## src/sv/rse_pkg.sv

```systemverilog
`default_nettype none

package rse_pkg;

  // Width of every stored time statistic, in microseconds.
  localparam int TIME_BITS = 32;

  // Operation codes carried on the op field.
  localparam logic [1:0] OP_SAMPLE  = 2'd0;
  localparam logic [1:0] OP_EXPIRE  = 2'd1;
  localparam logic [1:0] OP_MIGRATE = 2'd2;

  typedef logic [TIME_BITS-1:0] time_t;

  // The full set of round-trip statistics held by the estimator.
  typedef struct packed {
    time_t latest;
    time_t minimum;
    time_t smoothed;
    time_t prior_smoothed;
    time_t deviation;
  } stats_t;

endpackage

`default_nettype wire

```

## src/sv/rse_update.sv

```systemverilog
`default_nettype none

module rse_update (
  input  wire logic [1:0]     op,
  input  wire rse_pkg::time_t sample,
  input  wire logic           sample_is_infinite,
  input  wire rse_pkg::stats_t cur,
  output rse_pkg::stats_t     nxt,
  output logic                sample_accepted
);
  import rse_pkg::*;

  localparam int DW = TIME_BITS + 2;
  localparam int SW = TIME_BITS + 3;

  time_t           err_sample;
  time_t           err_latest;
  logic [DW-1:0]   dev_sum;
  logic [SW-1:0]   smooth_sum;
  time_t           dev_mixed;
  time_t           smooth_mixed;

  // Distance of the smoothed value from the new sample and from the latest sample.
  assign err_sample = (cur.smoothed >= sample) ? (cur.smoothed - sample)
                                               : (sample - cur.smoothed);
  assign err_latest = (cur.smoothed >= cur.latest) ? (cur.smoothed - cur.latest)
                                                   : (cur.latest - cur.smoothed);

  // Weighted averages with weights 1/4 and 1/8, kept wide so nothing overflows.
  assign dev_sum      = (DW'(cur.deviation) << 1) + DW'(cur.deviation) + DW'(err_sample);
  assign dev_mixed    = TIME_BITS'(dev_sum >> 2);
  assign smooth_sum   = (SW'(cur.smoothed) << 3) - SW'(cur.smoothed) + SW'(sample)
                        + SW'(4);
  assign smooth_mixed = TIME_BITS'(smooth_sum >> 3);

  assign sample_accepted = (op == OP_SAMPLE) && !sample_is_infinite && (sample != '0);

  // Next statistics for each operation.
  always_comb begin
    nxt = cur;
    case (op)
      OP_SAMPLE: begin
        if (sample_accepted) begin
          if ((cur.minimum == '0) || (cur.minimum > sample)) begin
            nxt.minimum = sample;
          end
          nxt.prior_smoothed = cur.smoothed;
          nxt.latest         = sample;
          if (cur.smoothed == '0) begin
            nxt.smoothed  = sample;
            nxt.deviation = sample >> 1;
          end else begin
            nxt.smoothed  = smooth_mixed;
            nxt.deviation = dev_mixed;
          end
        end
      end
      OP_EXPIRE: begin
        if (err_latest > cur.deviation) begin
          nxt.deviation = err_latest;
        end
        if (cur.latest > cur.smoothed) begin
          nxt.smoothed = cur.latest;
        end
      end
      OP_MIGRATE: begin
        nxt.latest    = '0;
        nxt.minimum   = '0;
        nxt.smoothed  = '0;
        nxt.deviation = '0;
      end
      default: begin
        nxt = cur;
      end
    endcase
  end

endmodule

`default_nettype wire

```

## src/sv/rtt_smoothing_estimator.sv

```systemverilog
// Channel   Handshake                    Payload
// in        in_valid / in_stall          op, sample_us, sample_is_infinite
// out       out_valid / out_stall        sample_accepted, smoothed_rtt_us,
//                                        mean_deviation_us, min_rtt_us,
//                                        latest_rtt_us, previous_smoothed_us
//
// One transaction in, one transaction out; a new transaction is taken every cycle
// unless the output stalls. Each passes an input register, then the statistics
// update into the result register; the stored-statistics update sets the rate.
// Reset (rst, synchronous) clears all statistics and both valid flags.
// While out_stall holds, the input register still takes one more transaction.
`default_nettype none

module rtt_smoothing_estimator (
  input  wire logic        clk,
  input  wire logic        rst,
  input  wire logic        in_valid,
  output logic             in_stall,
  input  wire logic [1:0]  op,
  input  wire logic [31:0] sample_us,
  input  wire logic        sample_is_infinite,
  output logic             out_valid,
  input  wire logic        out_stall,
  output logic             sample_accepted,
  output logic [31:0]      smoothed_rtt_us,
  output logic [31:0]      mean_deviation_us,
  output logic [31:0]      min_rtt_us,
  output logic [31:0]      latest_rtt_us,
  output logic [31:0]      previous_smoothed_us
);
  import rse_pkg::*;

  logic       s1_valid;
  logic [1:0] op_q;
  time_t      sample_q;
  logic       infinite_q;
  stats_t     stats;
  stats_t     stats_next;
  logic       accepted_next;
  logic       advance;
  logic       in_fire;

  // The result register can load when it is empty or being drained.
  assign advance  = !out_valid || !out_stall;
  assign in_stall = s1_valid && !advance;
  assign in_fire  = in_valid && !in_stall;

  // Input register.
  always_ff @(posedge clk) begin
    if (rst) begin
      s1_valid <= 1'b0;
    end else if (in_fire) begin
      s1_valid <= 1'b1;
    end else if (advance) begin
      s1_valid <= 1'b0;
    end
  end

  always_ff @(posedge clk) begin
    if (in_fire) begin
      op_q       <= op;
      sample_q   <= TIME_BITS'(sample_us);
      infinite_q <= sample_is_infinite;
    end
  end

  rse_update u_update (
    .op                 (op_q),
    .sample             (sample_q),
    .sample_is_infinite (infinite_q),
    .cur                (stats),
    .nxt                (stats_next),
    .sample_accepted    (accepted_next)
  );

  // Stored statistics advance once per transaction moved into the result register.
  always_ff @(posedge clk) begin
    if (rst) begin
      stats     <= '0;
      out_valid <= 1'b0;
    end else if (advance) begin
      out_valid <= s1_valid;
      if (s1_valid) begin
        stats <= stats_next;
      end
    end
  end

  // Result register.
  always_ff @(posedge clk) begin
    if (advance && s1_valid) begin
      sample_accepted      <= accepted_next;
      smoothed_rtt_us      <= 32'(stats_next.smoothed);
      mean_deviation_us    <= 32'(stats_next.deviation);
      min_rtt_us           <= 32'(stats_next.minimum);
      latest_rtt_us        <= 32'(stats_next.latest);
      previous_smoothed_us <= 32'(stats_next.prior_smoothed);
    end
  end

  // The input side only stalls while it already holds a transaction.
  a_stall_needs_item: assert property (@(posedge clk) disable iff (rst)
    in_stall |-> s1_valid)
    else $error("in_stall raised with an empty input register");

  // A result can only appear from a transaction held in the input register.
  a_result_from_item: assert property (@(posedge clk) disable iff (rst)
    $rose(out_valid) |-> $past(s1_valid))
    else $error("result appeared without an input transaction");

  // The minimum and the latest sample are both set or both cleared.
  a_min_latest_pair: assert property (@(posedge clk) disable iff (rst)
    (stats.minimum == '0) == (stats.latest == '0))
    else $error("minimum and latest RTT disagree on presence of a sample");

  // The smoothed value is zero exactly when no sample is held.
  a_smoothed_latest_pair: assert property (@(posedge clk) disable iff (rst)
    (stats.smoothed == '0) == (stats.latest == '0))
    else $error("smoothed RTT and latest RTT disagree on presence of a sample");

  // An applied sample leaves a nonzero minimum no larger than the latest sample.
  a_min_bound: assert property (@(posedge clk) disable iff (rst)
    (advance && s1_valid && accepted_next) |=>
      (stats.minimum != '0) && (stats.minimum <= stats.latest))
    else $error("minimum RTT out of range after an applied sample");

endmodule

`default_nettype wire

```

## config.mk

```make
export PLATFORM = sky130hd
export DESIGN_NAME = rtt_smoothing_estimator
export DESIGN_NICKNAME = d
export VERILOG_FILES = /design/src/sv/rse_pkg.sv /design/src/sv/rse_update.sv /design/src/sv/rtt_smoothing_estimator.sv
export SDC_FILE = /design/constraint.sdc
export NUM_CORES = 1
export LEC_CHECK = 0
export ABC_AREA = 1
export BUFFER_PORTS_ARGS = -buffer_cell sky130_fd_sc_hd__buf_4
export CELL_PAD_IN_SITES_DETAIL_PLACEMENT = 0
export CELL_PAD_IN_SITES_GLOBAL_PLACEMENT = 1
export CORE_MARGIN = 8
export CORE_UTILIZATION = 41
export DETAILED_ROUTE_END_ITERATION = 7
export PLACE_DENSITY = 0.86
export SLEW_MARGIN = 10
export SYNTH_ARGS = -nofsm -noshare
export SYNTH_HDL_FRONTEND = slang
export SYNTH_SLANG_ARGS = --single-unit
```

## constraint.sdc

```tcl
create_clock -name clk -period 6.6 [get_ports clk]
set_input_delay 0.33 -clock clk [delete_from_list [all_inputs] [get_ports clk]]
set_output_delay 0.33 -clock clk [all_outputs]
set_load 0.005 [all_outputs]
```

==> results_dict.tcl <==
set metrics [dict create \
    outcome "finished clean" \
    io_pins 202 \
    dp_slack_ns 0.440 \
    drt_first_iter_violations 4001 \
    wl_per_cell_microns 24.0 \
    start_kind "flip-flop" \
    cts.path.max_buffers 3 \
    cts_tree "done" \
    worst_pin_slew_ns 1.24 \
    synth-main-ff-cell "edfxtp_1" \
    fmax_mhz 159 \
    synth_common_cells "1262 x nand2_1, 751 x inv_1, 464 x a21oi_1" \
    synth.yosys.warnings 0 \
    drc 0 \
    synth.cell_area_sq_um 31700 \
    row_count 102 \
    ys_types 51 \
    power.density_nw_per_um2 299 \
    cp.arrival_ns 6.64 \
    relSlewSlack 0.165 \
    ys_async_sr_fraction 0 \
    grt_usage 0.323 \
    power_frac_seq 0.249 \
    cts_sinks 358 \
    internal-power_mw 5.78 \
    swShare 0.471 \
    synth_most_common_cell "nand2_1" \
    core_sq_um 77100 \
    synthAdderAreaFrac 0.143 \
    r2r_cells 23 \
    layout-drive-gt1-share 0.0931 \
    r2r_slack_ns 0.32 \
    viasPerCell 5.54 \
    p_clk_frac 0.241 \
    max_cap_violations 0 \
    htreeDepth 2 \
    ctsHoldBuffers 37 \
    dieWidth_microns 294 \
    synth_compound_area_frac 0.159 \
    clock_latency_ns 0.64 \
    antenna_found_initial 3 \
    area_growth_syn_to_layout_pct 15.4 \
    grt_max_degree 174 \
    initial_core_util 0.412 \
    yosysTopAreaCell "edfxtp_1" \
    yosys.area_share.xor_xnor 0.0215 \
    path_max_fanout 24 \
    ys_ff_latch 358 \
    final_nets 5322 \
    dr.pass1.iters 6 \
    required_ns 6.95 \
    setup_viol_count_final 0 \
    ant_nets 0 \
    crit_path_end_kind "flip-flop" \
    ys_top_cells_by_area "edfxtp_1 19%, nand2_1 15%, dfxtp_1 10%" \
    finalMaxSlewViolations 0 \
    grt_pass1_vias 30887 \
    fin_tns_setup_ns 0 \
    cts_resized 0 \
    fin_skew_ns 0.0545 \
    rsz0062_at_grt "false" \
    cts-root-buf "clkbuf_16" \
    yosysSeqAreaShare 0.288 \
    yosys.area.top_type_share 0.185 \
    fin_crit_sh 0.952 \
    cts_setup_buffers 0 \
    grt_pass1_wl_microns 208000 \
    grt-ovfl-total 0 \
    hold_viol 0 \
    period_needed_ns 6.28 \
    placement.io_buffers 201 \
    clk_pin_slew_worst_paths_ns 0.06 \
    gp_congestion 1.04 \
    syn_area_per_cell_sq_um 6.73 \
    num_vias 33453 \
    hpwlAfterDp_microns 117000 \
    synth_edf_count 196 \
    cts_made_buffers 45 \
    worstSetupPathType "reg -> reg" \
    fin_ws_ns 0.315 \
    synth_top_family_by_area "simple AND/OR/NAND/NOR gates" \
    die_area_sq_um 86500 \
    synthMuxAreaShare 0.000315 \
    hold_path_depth 2 \
    pwr-share-comb 0.510 \
    wl_microns 145000 \
    postSynthCellCount 4717 \
    dieHeight_microns 294 \
    p_sw_mw 5.15 \
    peakVddDrop_mv 0.191 \
    power.leakage_nw 18.7 \
    yosys.area_share.simple 0.277 \
    synthesis.nets 5079 \
    min_path_type "in -> reg" \
]
final timing paths:
check / start / to
setup / recovery: sample_q[5] / mean_deviation_us[30]
hold / removal: rst / out_valid
setup reg to reg: sample_q[5] / mean_deviation_us[30]
hold reg to reg: out_valid / out_valid
metrics by stage:
| stage | power (mW) | util | instance area, sq um | hold slack [ns] | std cells |
|---|---|---|---|---|---|
| 6_report | 10.9 | 0.475 | 36600 | 0.241 | 6040 |
| 5_1_grt | 11.6 | 0.475 | 36600 | 0.263 | 6037 |
| 4_1_cts | 10.8 | 0.475 | 36600 | 0.202 | 6037 |
| 3_5_place_dp | 8.15 | 0.450 | 34700 | 0.496 | 5916 |
| 3_3_place_gp | 8.16 | 0.450 | 34700 | 0.509 | 5916 |
| 2_1_floorplan | 6.26 | - | 31700 | 0.429 | 4717 |
critical path, cell delays in order, from the launching register on:
cell      delay [ns]
edfxtp_1        0.47
inv_1           0.32
ha_1            0.41
a21oi_1         0.30
o21ai_0         0.16
a21oi_1         0.27
o21bai_2        0.11
nand2_1         0.08
nand3_2         0.22
buf_4           0.32
nand2_1         0.09
nand2_1         0.11
xnor2_1         0.69
fa_1            0.54
inv_1           0.07
ha_1            0.30
a21oi_1         0.28
o21ai_0         0.15
a21oi_1         0.24
nor2_1          0.07
nor2_1          0.12
a21oi_1         0.08
o21ai_0         0.50
nand3_1         0.14
metal layers:
layer  vias to the layer above  global-route usage  part of all wire
met2                      1721               0.507              0.44
li1                      15810                   -                 -
met4                         4               0.156             0.058
met3                       338              0.0665             0.095
met1                     15580               0.423              0.41
met5                         -                   0           0.00021
sequential cells by signal, summed over array words and instances (netlist names), 2 cells and up:
signal and cells:
latest_rtt_us 32, mean_deviation_us 32, min_rtt_us 32, op_q 2, previous_smoothed_us 32, sample_q 32, smoothed_rtt_us 32, stats 160
kinds of logic after synthesis:
group | count (synthesis)
and+or+nand+nor | 2118
AOI/OAI and AO/OA | 930
buffers and inverters | 909
DFF | 358
adders and majority gates | 323
xor gates and xnor gates | 78
muxes | 1
power groups by stage:
stage          Sequential [mW]  Clock (mW)  Combinational [mW]
3_3_place_gp              2.76           0                5.40
3_5_place_dp              2.76           0                5.39
2_1_floorplan             2.72           0                3.54
5_1_grt                   2.73        2.75                6.10
4_1_cts                   2.72        2.66                5.44
6_report                  2.72        2.63                5.58
cell usage in the layout (no fill, tap or decap), drive strengths merged, types with 4 or more instances in the layout:
cell type | Yosys | layout
nand2 | 1283 | 1283
inv | 770 | 774
a21oi | 473 | 473
nor2 | 392 | 392
o21ai | 330 | 330
nand3 | 322 | 322
buf | 59 | 297
ha | 257 | 257
edfxtp | 196 | 196
dfxtp | 162 | 162
fa | 66 | 66
nand4 | 58 | 58
clkbuf | 79 | 58
xor2 | 57 | 57
dlygate4sd3 | 0 | 37
nor3 | 34 | 34
o22ai | 32 | 32
o21bai | 28 | 28
xnor2 | 21 | 21
a21o | 17 | 17
nor4 | 17 | 17
o211ai | 17 | 17
clkinv | 1 | 14
o21a | 10 | 10
a21boi | 9 | 9
a31oi | 6 | 6
nand3b | 6 | 6
clkinvlp | 0 | 5
and2 | 4 | 4
bufinv | 0 | 4
cell type report:
| type | instances | area, sq um |
|---|---|---|
| Multi-Input combinational cell | 3450 | 19100 |
| Inverter | 771 | 2900 |
| Timing Repair Buffer | 334 | 2610 |
| Sequential cell | 358 | 9130 |
| Fill cell | 7966 | 40500 |
| Clock buffer | 58 | 1240 |
| Tap cell | 1040 | 1300 |
| Antenna cell | 3 | 7.51 |
| Clock inverter | 26 | 324 |
Note: power is estimated with default switching activity, not from simulation.
